## src/rtl/rrts_pkg.sv

```systemverilog
package rrts_pkg;

    localparam int SLOTS_DEF     = 16;
    localparam int ID_BITS_DEF   = 8;
    localparam int TIME_BITS_DEF = 32;
    localparam int SPAN_BITS     = 32;
    localparam int QTM_BITS      = 16;

    localparam logic [QTM_BITS-1:0]  QUANTUM_RESET = 16'd10;
    localparam logic [SPAN_BITS-1:0] SMAX_RESET    = 32'hFFFF_FFFF;

    typedef enum logic [0:0] {
        CFG_QUANTUM = 1'b0,
        CFG_SMAX    = 1'b1
    } cfg_idx_t;

    typedef enum logic [1:0] {
        TS_READY    = 2'd0,
        TS_RUNNING  = 2'd1,
        TS_SLEEPING = 2'd2,
        TS_BLOCKED  = 2'd3
    } task_st_t;

    typedef enum logic [2:0] {
        EV_ADD   = 3'd0,
        EV_WAKE  = 3'd1,
        EV_TICK  = 3'd2,
        EV_YIELD = 3'd3,
        EV_SLEEP = 3'd4,
        EV_BLOCK = 3'd5,
        EV_EXIT  = 3'd6
    } ev_kind_t;

    typedef enum logic [2:0] {
        STS_OK        = 3'd0,
        STS_NONE_RUN  = 3'd1,
        STS_DUP       = 3'd2,
        STS_FULL      = 3'd3,
        STS_NOT_FOUND = 3'd4,
        STS_WRONG_ST  = 3'd5,
        STS_TOO_LONG  = 3'd6,
        STS_BAD_REC   = 3'd7
    } status_t;

    typedef enum logic [2:0] {
        S_IDLE,
        S_SCAN,
        S_ACT,
        S_SEL,
        S_DONE
    } seq_state_t;

    // per-field write enables of the slot memory
    typedef struct packed {
        logic st;
        logic id;
        logic rec;
    } slot_wen_t;

endpackage

```

## src/rtl/rrts_slot_mem.sv

```systemverilog
module rrts_slot_mem #(
    parameter int SLOTS     = 16,
    parameter int ID_BITS   = 8,
    parameter int TIME_BITS = 32,
    localparam int IDX_BITS = $clog2(SLOTS)
) (
    input  logic                     clk,
    input  rrts_pkg::slot_wen_t      wen,
    input  logic [IDX_BITS-1:0]      waddr,
    input  rrts_pkg::task_st_t       wstate,
    input  logic [ID_BITS-1:0]       wid,
    input  logic [TIME_BITS-1:0]     wstart,
    input  logic [rrts_pkg::SPAN_BITS-1:0] wspan,
    input  logic [IDX_BITS-1:0]      raddr,
    output rrts_pkg::task_st_t       rd_state,
    output logic [ID_BITS-1:0]       rd_id,
    output logic [TIME_BITS-1:0]     rd_start,
    output logic [rrts_pkg::SPAN_BITS-1:0] rd_span
);
    import rrts_pkg::*;

    task_st_t               st_mem    [SLOTS];
    logic [ID_BITS-1:0]     id_mem    [SLOTS];
    logic [TIME_BITS-1:0]   start_mem [SLOTS];
    logic [SPAN_BITS-1:0]   span_mem  [SLOTS];

    task_st_t               rd_state_reg;
    logic [ID_BITS-1:0]     rd_id_reg;
    logic [TIME_BITS-1:0]   rd_start_reg;
    logic [SPAN_BITS-1:0]   rd_span_reg;

    always_ff @(posedge clk)
    begin
        if (wen.st)
        begin
            st_mem[waddr] <= wstate;
        end
        if (wen.id)
        begin
            id_mem[waddr] <= wid;
        end
        if (wen.rec)
        begin
            start_mem[waddr] <= wstart;
            span_mem[waddr]  <= wspan;
        end
        rd_state_reg <= st_mem[raddr];
        rd_id_reg    <= id_mem[raddr];
        rd_start_reg <= start_mem[raddr];
        rd_span_reg  <= span_mem[raddr];
    end

    assign rd_state = rd_state_reg;
    assign rd_id    = rd_id_reg;
    assign rd_start = rd_start_reg;
    assign rd_span  = rd_span_reg;

endmodule

```

## src/rtl/rrts_ctrl.sv

```systemverilog
module rrts_ctrl #(
    parameter int SLOTS     = 16,
    parameter int ID_BITS   = 8,
    parameter int TIME_BITS = 32,
    localparam int IDX_BITS = $clog2(SLOTS)
) (
    input  logic                     clk,
    input  logic                     rst_n,
    input  logic                     start,
    input  logic [2:0]               kind,
    input  logic [7:0]               task_id,
    input  logic [31:0]              now_time,
    input  logic [31:0]              sleep_length,
    input  logic [rrts_pkg::QTM_BITS-1:0]  quantum,
    input  logic [rrts_pkg::SPAN_BITS-1:0] smax,
    output logic                     busy,
    output logic                     done,
    output logic [2:0]               status,
    output logic [IDX_BITS-1:0]      slot_index,
    output logic                     running_valid,
    output logic [7:0]               running_id,
    output logic                     switched,
    // slot memory
    output rrts_pkg::slot_wen_t      m_wen,
    output logic [IDX_BITS-1:0]      m_waddr,
    output rrts_pkg::task_st_t       m_wstate,
    output logic [ID_BITS-1:0]       m_wid,
    output logic [TIME_BITS-1:0]     m_wstart,
    output logic [rrts_pkg::SPAN_BITS-1:0] m_wspan,
    output logic [IDX_BITS-1:0]      m_raddr,
    input  rrts_pkg::task_st_t       m_rstate,
    input  logic [ID_BITS-1:0]       m_rid,
    input  logic [TIME_BITS-1:0]     m_rstart,
    input  logic [rrts_pkg::SPAN_BITS-1:0] m_rspan
);
    import rrts_pkg::*;

    localparam int CNT_BITS = $clog2(SLOTS + 1);
    localparam int CW       = (TIME_BITS > SPAN_BITS) ? TIME_BITS : SPAN_BITS;
    localparam logic [IDX_BITS-1:0] IDX_LAST = IDX_BITS'(SLOTS - 1);
    localparam logic [CNT_BITS-1:0] CNT_FULL = CNT_BITS'(SLOTS);

    seq_state_t state_reg, state_next;

    ev_kind_t               kind_reg;
    logic [ID_BITS-1:0]     id_reg;
    logic [TIME_BITS-1:0]   now_reg;
    logic [SPAN_BITS-1:0]   len_reg;

    logic [SLOTS-1:0]       used_reg, used_next;
    logic [CNT_BITS-1:0]    ucnt_reg, ucnt_next;
    logic                   run_reg, run_next;
    logic [IDX_BITS-1:0]    rslot_reg, rslot_next;
    logic [ID_BITS-1:0]     rid_reg, rid_next;
    logic [IDX_BITS-1:0]    rot_reg, rot_next;
    logic [QTM_BITS-1:0]    qc_reg, qc_next;

    // scan walk
    logic [IDX_BITS-1:0]    idx_reg, idx_next;
    logic [CNT_BITS-1:0]    cnt_reg, cnt_next;
    logic                   pv_reg, pv_next;
    logic [IDX_BITS-1:0]    pidx_reg, pidx_next;
    logic                   pused_reg, pused_next;
    logic                   hit_reg, hit_next;
    logic [IDX_BITS-1:0]    hidx_reg, hidx_next;
    task_st_t               hst_reg, hst_next;
    logic                   free_reg, free_next;
    logic [IDX_BITS-1:0]    fidx_reg, fidx_next;
    logic                   bad_reg, bad_next;

    status_t                sts_reg, sts_next;
    logic [IDX_BITS-1:0]    sout_reg, sout_next;
    logic                   sw_reg, sw_next;

    logic                   accept;
    logic                   walk_end;
    logic                   sel_found;
    logic                   issue;
    logic [TIME_BITS-1:0]   elapsed;
    logic [CW-1:0]          el_w, span_w;
    logic [QTM_BITS-1:0]    q_inc;
    logic                   long_sleep;

    assign accept   = start && (state_reg == S_IDLE);
    assign walk_end = (cnt_reg == CNT_FULL) && !pv_reg;
    assign issue    = (cnt_reg != CNT_FULL);

    assign elapsed    = now_reg - m_rstart;
    assign el_w       = CW'(elapsed);
    assign span_w     = CW'(m_rspan);
    assign q_inc      = qc_reg + QTM_BITS'(1);
    assign long_sleep = len_reg > smax;
    assign sel_found  = (state_reg == S_SEL) && pv_reg && pused_reg
                        && (m_rstate == TS_READY);

    // next state
    always_comb
    begin
        state_next = state_reg;
        unique case (state_reg)
            S_IDLE:
            begin
                if (accept)
                begin
                    if (kind == EV_ADD || kind == EV_WAKE || kind == EV_TICK)
                    begin
                        state_next = S_SCAN;
                    end
                    else
                    begin
                        state_next = S_ACT;
                    end
                end
            end
            S_SCAN:
            begin
                if (walk_end)
                begin
                    state_next = S_ACT;
                end
            end
            S_ACT:
            begin
                state_next = run_next ? S_DONE : S_SEL;
            end
            S_SEL:
            begin
                if (sel_found || walk_end)
                begin
                    state_next = S_DONE;
                end
            end
            S_DONE:
            begin
                state_next = S_IDLE;
            end
            default:
            begin
                state_next = S_IDLE;
            end
        endcase
    end

    // datapath and memory access
    always_comb
    begin
        used_next  = used_reg;
        ucnt_next  = ucnt_reg;
        run_next   = run_reg;
        rslot_next = rslot_reg;
        rid_next   = rid_reg;
        rot_next   = rot_reg;
        qc_next    = qc_reg;
        idx_next   = idx_reg;
        cnt_next   = cnt_reg;
        pv_next    = 1'b0;
        pidx_next  = idx_reg;
        pused_next = used_reg[idx_reg];
        hit_next   = hit_reg;
        hidx_next  = hidx_reg;
        hst_next   = hst_reg;
        free_next  = free_reg;
        fidx_next  = fidx_reg;
        bad_next   = bad_reg;
        sts_next   = sts_reg;
        sout_next  = sout_reg;
        sw_next    = sw_reg;

        m_wen    = '0;
        m_waddr  = pidx_reg;
        m_wstate = TS_READY;
        m_wid    = id_reg;
        m_wstart = now_reg;
        m_wspan  = len_reg;
        m_raddr  = idx_reg;

        case (state_reg)
            S_IDLE:
            begin
                idx_next  = '0;
                cnt_next  = '0;
                hit_next  = 1'b0;
                free_next = 1'b0;
                bad_next  = 1'b0;
                sts_next  = STS_OK;
                sout_next = '0;
                sw_next   = 1'b0;
            end
            S_SCAN:
            begin
                if (issue)
                begin
                    pv_next  = 1'b1;
                    cnt_next = cnt_reg + CNT_BITS'(1);
                    idx_next = (idx_reg == IDX_LAST) ? '0 : idx_reg + IDX_BITS'(1);
                end
                if (pv_reg)
                begin
                    if (pused_reg)
                    begin
                        if (m_rid == id_reg && !hit_reg)
                        begin
                            hit_next  = 1'b1;
                            hidx_next = pidx_reg;
                            hst_next  = m_rstate;
                        end
                        if (kind_reg == EV_TICK && m_rstate == TS_SLEEPING)
                        begin
                            if (m_rspan == '0 || m_rspan > smax)
                            begin
                                bad_next = 1'b1;
                            end
                            else if (el_w >= span_w)
                            begin
                                m_wen.st = 1'b1;
                                m_wstate = TS_READY;
                            end
                        end
                    end
                    else if (!free_reg)
                    begin
                        free_next = 1'b1;
                        fidx_next = pidx_reg;
                    end
                end
            end
            S_ACT:
            begin
                m_waddr = rslot_reg;
                case (kind_reg)
                    EV_ADD:
                    begin
                        if (hit_reg)
                        begin
                            sts_next = STS_DUP;
                        end
                        else if (!free_reg)
                        begin
                            sts_next = STS_FULL;
                        end
                        else
                        begin
                            m_waddr  = fidx_reg;
                            m_wen.st = 1'b1;
                            m_wen.id = 1'b1;
                            m_wstate = TS_READY;
                            used_next[fidx_reg] = 1'b1;
                            ucnt_next = ucnt_reg + CNT_BITS'(1);
                            sout_next = fidx_reg;
                        end
                    end
                    EV_WAKE:
                    begin
                        if (!hit_reg)
                        begin
                            sts_next = STS_NOT_FOUND;
                        end
                        else if (hst_reg != TS_BLOCKED)
                        begin
                            sts_next = STS_WRONG_ST;
                        end
                        else
                        begin
                            m_waddr   = hidx_reg;
                            m_wen.st  = 1'b1;
                            m_wstate  = TS_READY;
                            sout_next = hidx_reg;
                        end
                    end
                    EV_TICK:
                    begin
                        sts_next = bad_reg ? STS_BAD_REC : STS_OK;
                        if (run_reg)
                        begin
                            if (q_inc >= quantum)
                            begin
                                qc_next  = '0;
                                m_wen.st = 1'b1;
                                m_wstate = TS_READY;
                                run_next = 1'b0;
                            end
                            else
                            begin
                                qc_next = q_inc;
                            end
                        end
                    end
                    EV_YIELD, EV_BLOCK:
                    begin
                        if (!run_reg)
                        begin
                            sts_next = STS_NONE_RUN;
                        end
                        else
                        begin
                            m_wen.st = 1'b1;
                            m_wstate = (kind_reg == EV_YIELD) ? TS_READY : TS_BLOCKED;
                            run_next = 1'b0;
                        end
                    end
                    EV_SLEEP:
                    begin
                        if (!run_reg)
                        begin
                            sts_next = STS_NONE_RUN;
                        end
                        else if (long_sleep)
                        begin
                            sts_next = STS_TOO_LONG;
                        end
                        else if (len_reg != '0)
                        begin
                            m_wen.st  = 1'b1;
                            m_wen.rec = 1'b1;
                            m_wstate  = TS_SLEEPING;
                            run_next  = 1'b0;
                        end
                    end
                    EV_EXIT:
                    begin
                        if (!run_reg)
                        begin
                            sts_next = STS_NONE_RUN;
                        end
                        else
                        begin
                            used_next[rslot_reg] = 1'b0;
                            ucnt_next = ucnt_reg - CNT_BITS'(1);
                            if (ucnt_reg == CNT_BITS'(1))
                            begin
                                rot_next = '0;
                            end
                            run_next = 1'b0;
                        end
                    end
                    default:
                    begin
                        sts_next = STS_OK;
                    end
                endcase
                // selection walk starts at the rotating index
                idx_next = rot_next;
                cnt_next = '0;
            end
            S_SEL:
            begin
                if (issue)
                begin
                    pv_next  = 1'b1;
                    cnt_next = cnt_reg + CNT_BITS'(1);
                    idx_next = (idx_reg == IDX_LAST) ? '0 : idx_reg + IDX_BITS'(1);
                end
                if (sel_found)
                begin
                    pv_next    = 1'b0;
                    cnt_next   = CNT_FULL;
                    m_wen.st   = 1'b1;
                    m_wstate   = TS_RUNNING;
                    run_next   = 1'b1;
                    rslot_next = pidx_reg;
                    rid_next   = m_rid;
                    rot_next   = (pidx_reg == IDX_LAST) ? '0 : pidx_reg + IDX_BITS'(1);
                    qc_next    = '0;
                    sw_next    = 1'b1;
                end
            end
            default:
            begin
            end
        endcase
    end

    always_ff @(posedge clk or negedge rst_n)
    begin
        if (!rst_n)
        begin
            state_reg <= S_IDLE;
            used_reg  <= '0;
            ucnt_reg  <= '0;
            run_reg   <= 1'b0;
            rslot_reg <= '0;
            rid_reg   <= '0;
            rot_reg   <= '0;
            qc_reg    <= '0;
            idx_reg   <= '0;
            cnt_reg   <= '0;
            pv_reg    <= 1'b0;
            hit_reg   <= 1'b0;
            free_reg  <= 1'b0;
            bad_reg   <= 1'b0;
            sts_reg   <= STS_OK;
            sout_reg  <= '0;
            sw_reg    <= 1'b0;
        end
        else
        begin
            state_reg <= state_next;
            used_reg  <= used_next;
            ucnt_reg  <= ucnt_next;
            run_reg   <= run_next;
            rslot_reg <= rslot_next;
            rid_reg   <= rid_next;
            rot_reg   <= rot_next;
            qc_reg    <= qc_next;
            idx_reg   <= idx_next;
            cnt_reg   <= cnt_next;
            pv_reg    <= pv_next;
            hit_reg   <= hit_next;
            free_reg  <= free_next;
            bad_reg   <= bad_next;
            sts_reg   <= sts_next;
            sout_reg  <= sout_next;
            sw_reg    <= sw_next;
        end
    end

    // beat payload and walk side data, no reset needed
    always_ff @(posedge clk)
    begin
        if (accept)
        begin
            kind_reg <= ev_kind_t'(kind);
            id_reg   <= ID_BITS'(task_id);
            now_reg  <= TIME_BITS'(now_time);
            len_reg  <= sleep_length;
        end
        pidx_reg  <= pidx_next;
        pused_reg <= pused_next;
        hidx_reg  <= hidx_next;
        hst_reg   <= hst_next;
        fidx_reg  <= fidx_next;
    end

    assign busy          = (state_reg != S_IDLE);
    assign done          = (state_reg == S_DONE);
    assign status        = sts_reg;
    assign slot_index    = sout_reg;
    assign running_valid = run_reg;
    assign running_id    = run_reg ? 8'(rid_reg) : 8'd0;
    assign switched      = sw_reg;

endmodule

```

## src/rtl/round_robin_task_scheduler.sv

```systemverilog
// Round-robin task scheduler: one result beat per event, shown on done for one cycle.
// Add, wake and tick first walk the table for the id and for sleep wakeups; every event is
// then applied, and if no task is left running a selection walk picks the next ready task
// before the done beat. One event at a time; slot RAM port.
// The receiver cannot stall; busy stays high until the done beat.
// Reset (async, rst_n low): empty table, nothing running, config at reset values.
module round_robin_task_scheduler #(
    parameter int SLOTS     = rrts_pkg::SLOTS_DEF,
    parameter int ID_BITS   = rrts_pkg::ID_BITS_DEF,
    parameter int TIME_BITS = rrts_pkg::TIME_BITS_DEF,
    localparam int IDX_BITS = $clog2(SLOTS)
) (
    input  logic                clk,
    input  logic                rst_n,
    // event command
    input  logic                start,
    output logic                busy,
    input  logic [2:0]          kind,
    input  logic [7:0]          task_id,
    input  logic [31:0]         now_time,
    input  logic [31:0]         sleep_length,
    // result beat
    output logic                done,
    output logic [2:0]          status,
    output logic [IDX_BITS-1:0] slot_index,
    output logic                running_valid,
    output logic [7:0]          running_id,
    output logic                switched,
    // config writes
    input  logic                cfg_we,
    input  logic [0:0]          cfg_index,
    input  logic [31:0]         cfg_data
);
    import rrts_pkg::*;

    logic [QTM_BITS-1:0]  quantum_reg;
    logic [SPAN_BITS-1:0] smax_reg;

    slot_wen_t              m_wen;
    logic [IDX_BITS-1:0]    m_waddr;
    task_st_t               m_wstate;
    logic [ID_BITS-1:0]     m_wid;
    logic [TIME_BITS-1:0]   m_wstart;
    logic [SPAN_BITS-1:0]   m_wspan;
    logic [IDX_BITS-1:0]    m_raddr;
    task_st_t               m_rstate;
    logic [ID_BITS-1:0]     m_rid;
    logic [TIME_BITS-1:0]   m_rstart;
    logic [SPAN_BITS-1:0]   m_rspan;

    // Config registers; only to be written while idle, which the block itself does not enforce.
    always_ff @(posedge clk or negedge rst_n)
    begin
        if (!rst_n)
        begin
            quantum_reg <= QUANTUM_RESET;
            smax_reg    <= SMAX_RESET;
        end
        else if (cfg_we)
        begin
            unique case (cfg_idx_t'(cfg_index))
                CFG_QUANTUM: quantum_reg <= cfg_data[QTM_BITS-1:0];
                CFG_SMAX:    smax_reg    <= cfg_data;
                default:     smax_reg    <= smax_reg;
            endcase
        end
    end

    // Slot table: state, id and sleep record per slot, one read and one write a cycle.
    // The used bits live in flops inside the sequencer so reset empties the table at once.
    rrts_slot_mem #(
        .SLOTS     (SLOTS),
        .ID_BITS   (ID_BITS),
        .TIME_BITS (TIME_BITS)
    ) u_mem (
        .clk      (clk),
        .wen      (m_wen),
        .waddr    (m_waddr),
        .wstate   (m_wstate),
        .wid      (m_wid),
        .wstart   (m_wstart),
        .wspan    (m_wspan),
        .raddr    (m_raddr),
        .rd_state (m_rstate),
        .rd_id    (m_rid),
        .rd_start (m_rstart),
        .rd_span  (m_rspan)
    );

    // Sequencer: walks the table once for id lookup / sleep wakeups (one slot a cycle,
    // write-back in the cycle after the read), applies the event, then, if no task is
    // left running, walks from the rotating start to pick the next ready task.
    rrts_ctrl #(
        .SLOTS     (SLOTS),
        .ID_BITS   (ID_BITS),
        .TIME_BITS (TIME_BITS)
    ) u_ctrl (
        .clk           (clk),
        .rst_n         (rst_n),
        .start         (start),
        .kind          (kind),
        .task_id       (task_id),
        .now_time      (now_time),
        .sleep_length  (sleep_length),
        .quantum       (quantum_reg),
        .smax          (smax_reg),
        .busy          (busy),
        .done          (done),
        .status        (status),
        .slot_index    (slot_index),
        .running_valid (running_valid),
        .running_id    (running_id),
        .switched      (switched),
        .m_wen         (m_wen),
        .m_waddr       (m_waddr),
        .m_wstate      (m_wstate),
        .m_wid         (m_wid),
        .m_wstart      (m_wstart),
        .m_wspan       (m_wspan),
        .m_raddr       (m_raddr),
        .m_rstate      (m_rstate),
        .m_rid         (m_rid),
        .m_rstart      (m_rstart),
        .m_rspan       (m_rspan)
    );

`ifndef ASSERT_OFF
    // a done beat only comes out of a busy event
    a_done_busy: assert property (@(posedge clk) disable iff (!rst_n)
        done |-> $past(busy))
        else $error("done without an event in flight");

    // an accepted event keeps the block busy next cycle
    a_accept_busy: assert property (@(posedge clk) disable iff (!rst_n)
        (start && !busy) |=> busy)
        else $error("accepted event did not raise busy");

    // after the done beat the block is free again
    a_done_free: assert property (@(posedge clk) disable iff (!rst_n)
        done |=> !busy)
        else $error("busy after done beat");

    // a switch always leaves a task running
    a_switch_runs: assert property (@(posedge clk) disable iff (!rst_n)
        (done && switched) |-> running_valid)
        else $error("switched with no running task");
`endif

endmodule
```

## config.mk

```make
export PLATFORM = sky130hd
export DESIGN_NAME = round_robin_task_scheduler
export DESIGN_NICKNAME = d
export VERILOG_FILES = /design/src/rtl/rrts_pkg.sv /design/src/rtl/rrts_slot_mem.sv /design/src/rtl/rrts_ctrl.sv /design/src/rtl/round_robin_task_scheduler.sv
export SDC_FILE = /design/constraint.sdc
export NUM_CORES = 2
export LEC_CHECK = 0
export ABC_CLOCK_PERIOD_IN_PS = 5700
export BUFFER_PORTS_ARGS = -buffer_cell sky130_fd_sc_hd__clkbuf_2
export CORE_UTILIZATION = 38
export DETAILED_ROUTE_END_ITERATION = 6
export PLACE_DENSITY = 0.6
export SLEW_MARGIN = 20
export SYNTH_ARGS = -nofsm -noshare
export SYNTH_HDL_FRONTEND = slang
export SYNTH_SLANG_ARGS = --single-unit
export TNS_END_PERCENT = 10
```

## constraint.sdc

```tcl
create_clock -name clk -period 5.7 [get_ports clk]
set_input_delay 1.14 -clock clk [delete_from_list [all_inputs] [get_ports clk]]
set_output_delay 1.14 -clock clk [all_outputs]
set_load 0.05 [all_outputs]
```

Word level (Yosys, flattened, before mapping). Memories as Yosys holds them, arrays and structs flattened. A register that Yosys moved wholly into a read port is not among the register bits. Index checks and enable logic that the tools add are counted.

Latch bits: 0. Memories kept: 4. Output and inout port bits: 19. Register bits after elaboration: 216. Memory bits (writable): 1184. Word-level logic and storage cells: 268. Bits of input ports: 112. Bits in read-only memories: 0.

Mux-type cells: 120. Bitwise gates (word level): 6. Div/mod/pow operators: 0. Shift-type cells: 0. Multipliers: 0. Reductions and logical operators: 49. Order comparisons: 9. Add/sub/neg operators: 7. Equality and inequality tests: 45.

Memory list: u_mem.span_mem (depth 16, width 32, read ports 1, clocked after memory_dff 1, write ports 1, line rrts_slot_mem.sv:25) `logic [SPAN_BITS-1:0] span_mem [SLOTS];`; u_mem.start_mem (depth 16, width 32, read ports 1, clocked after memory_dff 1, write ports 1, line rrts_slot_mem.sv:24) `logic [TIME_BITS-1:0] start_mem [SLOTS];`; u_mem.id_mem (depth 16, width 8, read ports 1, clocked after memory_dff 1, write ports 1, line rrts_slot_mem.sv:23) `logic [ID_BITS-1:0] id_mem [SLOTS];`; u_mem.st_mem (depth 16, width 2, read ports 1, clocked after memory_dff 1, write ports 1, line rrts_slot_mem.sv:22) `task_st_t st_mem [SLOTS];`.

Operators with widths (number): $mux W16 (7); $gt A32 B32 Y1 (2); $mux W4 (16); $pmux W16 S2 (2); $mux W1 (44); $mux W3 (12); $ge A32 B32 Y1 (1); $logic_not A32 Y1 (1); $pmux W4 S2 (4); $reduce_bool A32 Y1 (1); $sub A32 B32 Y32 (1); $ne A2 B1 Y1 const B (13); $mux W5 (5); $mux W2 (9); $add A16 B1 Y16 const B (1); $and A16 B16 Y16 (1); $ge A16 B16 Y1 (1); $not A16 Y16 (1); $or A16 B16 Y16 (1); $reduce_and A4 Y1 (4); $eq A3 B2 Y1 const B (5); $lt A4 B5 Y1 const B (3); $pmux W3 S5 (1); $pmux W5 S3 (1); 42 further kinds (99).

Logic depth before layout (Yosys ltp).
Word-level depth: 10. Mapped depth: 22. Depth with buffers taken out: 21.

Hierarchy. From an unflattened synthesis, not the netlist that was laid out.

Cells, all modules: 3251. Area, all modules: 59537.1 um^2.

Modules (own cells, without submodules): rrts_slot_mem (instances 1, sequential area each 37035.5 um^2, area an instance 45925.3 um^2, cells each 1949); rrts_ctrl (instances 1, sequential area each 4604.4 um^2, area an instance 11746.3 um^2, cells each 1199); round_robin_task_scheduler (instances 1, sequential area each 1243.7 um^2, area an instance 1865.5 um^2, cells each 103).

Least setup slack after synthesis. OpenSTA, ideal clock, no wires.

Path kind: reg2reg. Start point: register u_ctrl.len_reg[12], in the netlist u_ctrl.m_wspan[12]. End point: memory u_mem.span_mem[12][0] (enable). Path slack: 0.119 ns. Arrival time: 5.095 ns. Path buffers: 1. Library setup time: 0.486 ns. Stages on the path, launching flop included: 9. Required time: 5.214 ns. Cells stage by stage: edfxtp_1 > ha_1 > nand4_1 > or3_1 > nor4_1 > o21a_1 > nand3_1 > clkbuf_1 > nor2_1.

Longest elaborated chain between the ends: 8. Elaborated cells between the ends (all ways): 9. Those cells by class: order compare: 1; mux: 7; reduce/logical: 1.

RTL lines: start, declared (line rrts_ctrl.sv:48) `logic [SPAN_BITS-1:0] len_reg;`; start signal, assigned (line rrts_ctrl.sv:425) `len_reg <= sleep_length;`; parallel branches: the longest is 2 deep, another holds $gt A32 B32 Y1; $mux W1 * (line rrts_ctrl.sv:307) `else if (long_sleep)`; $mux W1 * (line rrts_ctrl.sv:303) `if (!run_reg)`; $mux W1 * (line rrts_ctrl.sv:230) `case (kind_reg)`; $mux W2 * (line rrts_ctrl.sv:177) `case (state_reg)`; $mux W1 * (line rrts_slot_mem.sv:42) `if (wen.rec)`; $mux W1 (not written as such) * (line rrts_slot_mem.sv:45) `span_mem[waddr] <= wspan;`; end, declared (line rrts_slot_mem.sv:25).

Mark *: on every way between the ends.

Worst setup path after layout.
Start point: register u_ctrl.now_reg[0], in the netlist u_ctrl.m_wstart[0]. End point: memory u_mem.st_mem[14][1] (netlist name) (enable).

Longest elaborated chain between the ends: 10.

RTL lines: start, declared (line rrts_ctrl.sv:47) `logic [TIME_BITS-1:0] now_reg;`; start signal, assigned (line rrts_ctrl.sv:424) `now_reg <= TIME_BITS'(now_time);`; $sub A32 B32 Y32 (line rrts_ctrl.sv:88) `assign elapsed = now_reg - m_rstart;`; $ge A32 B32 Y1 (line rrts_ctrl.sv:213) `else if (el_w >= span_w)`; $mux W1 (line rrts_ctrl.sv:213); $mux W1 (line rrts_ctrl.sv:209) `if (m_rspan == '0 || m_rspan > smax)`; $mux W1 (line rrts_ctrl.sv:207) `if (kind_reg == EV_TICK && m_rstate == TS_SLEEPING)`; $mux W1 (line rrts_ctrl.sv:199) `if (pused_reg)`; $mux W1 (line rrts_ctrl.sv:197) `if (pv_reg)`; $pmux W1 S3 (line rrts_ctrl.sv:177); $mux W1 (line rrts_slot_mem.sv:34) `if (wen.st)`; $mux W1 (not written as such) (line rrts_slot_mem.sv:36) `st_mem[waddr] <= wstate;`; end, declared (line rrts_slot_mem.sv:22).

Every way passes these cells.

==> results.md <==
- Vias in the first global route: 33300
- End of the critical path: u_mem.st_mem[14][1]
- H-tree depth: 4
- CTS Buf Count: 158
- Initial antenna violation count: 3
- Worst Path Arrival: 5.73 ns
- First-pass GRT wire length: 229000 microns
- Clock power share: 31.9%
- RSZ-0062 raised after global routing: no
- Pin count of the biggest net entering global routing: 104
- Critical path depth: 20
- Crit path max-delay family: compound AO/OA/AOI/OAI gates
- Max clock buf depth: 3
- Final Net Count: 4177
- Maxcap violations: 0
- Status: completed
- Worst endpoint required time: 6.18 ns
- # port buffers: 130
- Post-layout total power: 31.7 mW
- Min Tclk post-route: 5.25 ns
- Synth async-reset ratio: 8.55%
- Final setup fails: 0
- Met2 Use GR: 30.1%
- Post-synthesis area per instance: 16.4 sq um
- Reg2reg end: u_mem.st_mem[14][1]
- Clock sink count: 1474
- Initial DRC count: 3121
- Clock root buffer: clkbuf_16
- Net switching power figure: 9.75 mW
- Critical Path Source: u_ctrl.m_wstart[0]
- Via density per instance: 5.57
- Routed Wire Length: 158000 microns
- Post-synth top area cell: edfxtp_1
- Worst Hold Class: in -> async
- Reg-to-reg slack, setup: 0.45 ns
- Area delta synth->final: 14.5%
- Max Slew Vio Count: 0
- Number of post-CTS setup repair buffers: 0
- Die area: 161000 sq um
- Int Power: 21.9 mW
- Top cells by area, synth: edfxtp_1 (63%), mux4_2 (5.6%), dfrtp_1 (3.8%)
- Worst-Skew Late Latency: 0.80 ns
- Reg2reg start: u_ctrl.m_wstart[0]
- Met3 Track Usage GR: 3.24%
- CP Buf/Inv Count: 3
- Critical Path Sink Type: register
- CP Max Fanout: 17
- Critical Setup Path Class: reg -> reg
- Worst r2r path cells: 20
- Post-DRT Antenna Nets: 0
- Die width: 401 microns
- Comb power frac: 24.1%
- Netlist cell types: 78
- Fraction of layout cells with a size suffix above 1: 20.1%
- # IOs: 131
- Synth Cell Area: 60400 sq um
- Slowest cell on crit path: edfxtp_1
- Routed via count: 34000
- Slew headroom: 25.3%
- PD cells: 458 nW/um^2
- Seq pwr share: 44.0%
- Global routing's busiest layer: met2
- DR WL/cell: 25.9 microns
- Fin. Hold Viols: 0
- Max IR drop VDD: 0.000340 V
- Met1 Usage GRT: 28.3%
- CP Cell Sequence: inv_1 -> ha_1 -> inv_1 -> fa_1 -> a211oi_1 -> o21a_1 -> o211ai_1 -> a31o_2 -> a211o_1 -> a31o_2 -> a21oi_1 -> xnor2_1 -> ha_1 -> nand4_1 -> nor2_1 -> o21ai_0 -> o21ai_0 -> a31oi_1 -> buf_4 -> a21oi_1
- DP Worst Slack: 0.479 ns
- Top flop regs: u_mem.span_mem (512), u_mem.start_mem (512), u_mem.id_mem (128)
- Filler Cells Inserted: 13800
- Post-CTS Resized: 0
- GR Util All Layers: 19.5%
- Clk_skew: 0.0371 ns
- Share of the synthesized area in the top cell type: 63.1%
- HPWL after DPL: 92000 microns
- Commonest non-fill, non-tap cell in the layout: edfxtp_1
- Clock slew at reported path FFs: 0.06 ns
- Sequential share of the synthesized area: 71.0%
- DIE HEIGHT: 401 microns
- Row count: 145
- Final Cycle Share: 92.0%
- Grt ovf: 0
- CP peak stage delay: 0.59 ns
- EDFF count, synth: 1269
- Net Sw Frac: 30.8%
- GP Congestion: 0.864
- Drt first pass iters: 5
- Syn nets: 3958
- Core Box Area: 157000 sq um
- Ys Warns: 0
- CTS tree: built
- Fmax: 0.191 GHz
- Ant diodes: 0
- Actual slew at the worst max-slew pin: 1.12 ns
- Initial Util: 38.5%
- DRC: 0
- Yosys reg bits: 1474
- Leakage: 24.0 nW
- Setup TNS Final: 0 ns
- Post-route setup slack: 0.454 ns
- Post-synth top flop: edfxtp_1
- Post-CTS Hold Buffers: 0
- Startpoint types: register
- Commonest non-fill, non-tap cells in the layout: edfxtp_1 (1269), o21ai_0 (244), mux2i_1 (227), nand2_1 (184), clkbuf_16 (162)
- Post-synthesis cell count: 3694
## cell type report
cell class	count	area [sq um]	share of cell area [%]
sequential	1474	42900	62.0
multi-input combinational	1924	16600	24.0
clock buffer	209	4320	6.25
tap	2058	2570	3.72
timing repair buffer	223	1530	2.21
clock inverter	83	772	1.12
inverter	132	495	0.716
## logic make-up after synthesis
| kind of cell | synth area share, % |
|---|---|
| AND/OR/NAND/NOR | 3.90 |
| multiplexers | 11.6 |
| flip-flops | 71.0 |
| XOR/XNOR | 0.826 |
| adder cells (fa/ha/maj) | 3.16 |
| AO/OA/AOI/OAI | 7.64 |
| buffers and inverters | 1.89 |
## worst min path at each step
stage                        from                  to  cells after the start
4_1_cts                     rst_n    u_ctrl.qc_reg[7]                      1
5_1_grt                     rst_n      quantum_reg[8]                      1
2_1_floorplan   u_ctrl.m_raddr[2]  u_ctrl.pidx_reg[2]                      0
6_report                    rst_n      quantum_reg[9]                      1
3_3_place_gp   u_ctrl.ucnt_reg[4]  u_ctrl.ucnt_reg[4]                      1
3_5_place_dp   u_ctrl.ucnt_reg[4]  u_ctrl.ucnt_reg[4]                      1
## Yosys cell counts (all sizes together) (34+ instances only)
| cell | n |
|---|---|
| mux4 | 150 |
| xnor2 | 41 |
| inv | 132 |
| dfxtp | 79 |
| a21o | 36 |
| edfxtp | 1269 |
| a22oi | 80 |
| a21oi | 165 |
| dfrtp | 92 |
| ha | 151 |
| buf | 44 |
| nor2 | 116 |
| a221oi | 79 |
| o21ai | 246 |
| nand2 | 186 |
| dfstp | 34 |
| mux2 | 121 |
| clkbuf | 120 |
| mux2i | 227 |
| nand3 | 43 |
## layer usage
layer / part of all wire [%] / wire [microns]
met1: 45 / 71400
met2: 46 / 72200
met3: 6.6 / 10500
met4: 2.5 / 4010
met5: 0.015 / 24
## worst reg2reg max path: cells and delay by family (launching register included)
kind / cells / cell delay [ns]
flip-flops: 1 / 0.59
AO/OA/AOI/OAI: 11 / 2.66
adder cells (fa/ha/maj): 3 / 0.91
buffers and inverters: 3 / 0.44
XOR/XNOR: 1 / 0.12
AND/OR/NAND/NOR: 2 / 0.22
## stage by stage
stage | cell area [sq um] | std cells | util, % | hold slack [ns]
5_1_grt | 69200 | 6103 | 44.0 | 0.483
2_1_floorplan | 60400 | 3694 | - | 0.345
6_report | 69200 | 6103 | 44.0 | 0.444
3_5_place_dp | 64100 | 5811 | 40.8 | 0.473
4_1_cts | 69200 | 6103 | 44.0 | 0.463
3_3_place_gp | 64100 | 5811 | 40.8 | 0.469
## power by group through the flow
stage / logic (mW) / clock network (mW) / registers, mW
2_1_floorplan: 6.07 / 0 / 13.4
3_3_place_gp: 7.57 / 0 / 14.2
3_5_place_dp: 7.64 / 0 / 14.2
4_1_cts: 7.68 / 10.3 / 14.0
5_1_grt: 8.40 / 10.7 / 14.0
6_report: 7.64 / 10.1 / 14.0
Power figures use the tool's default switching activity.
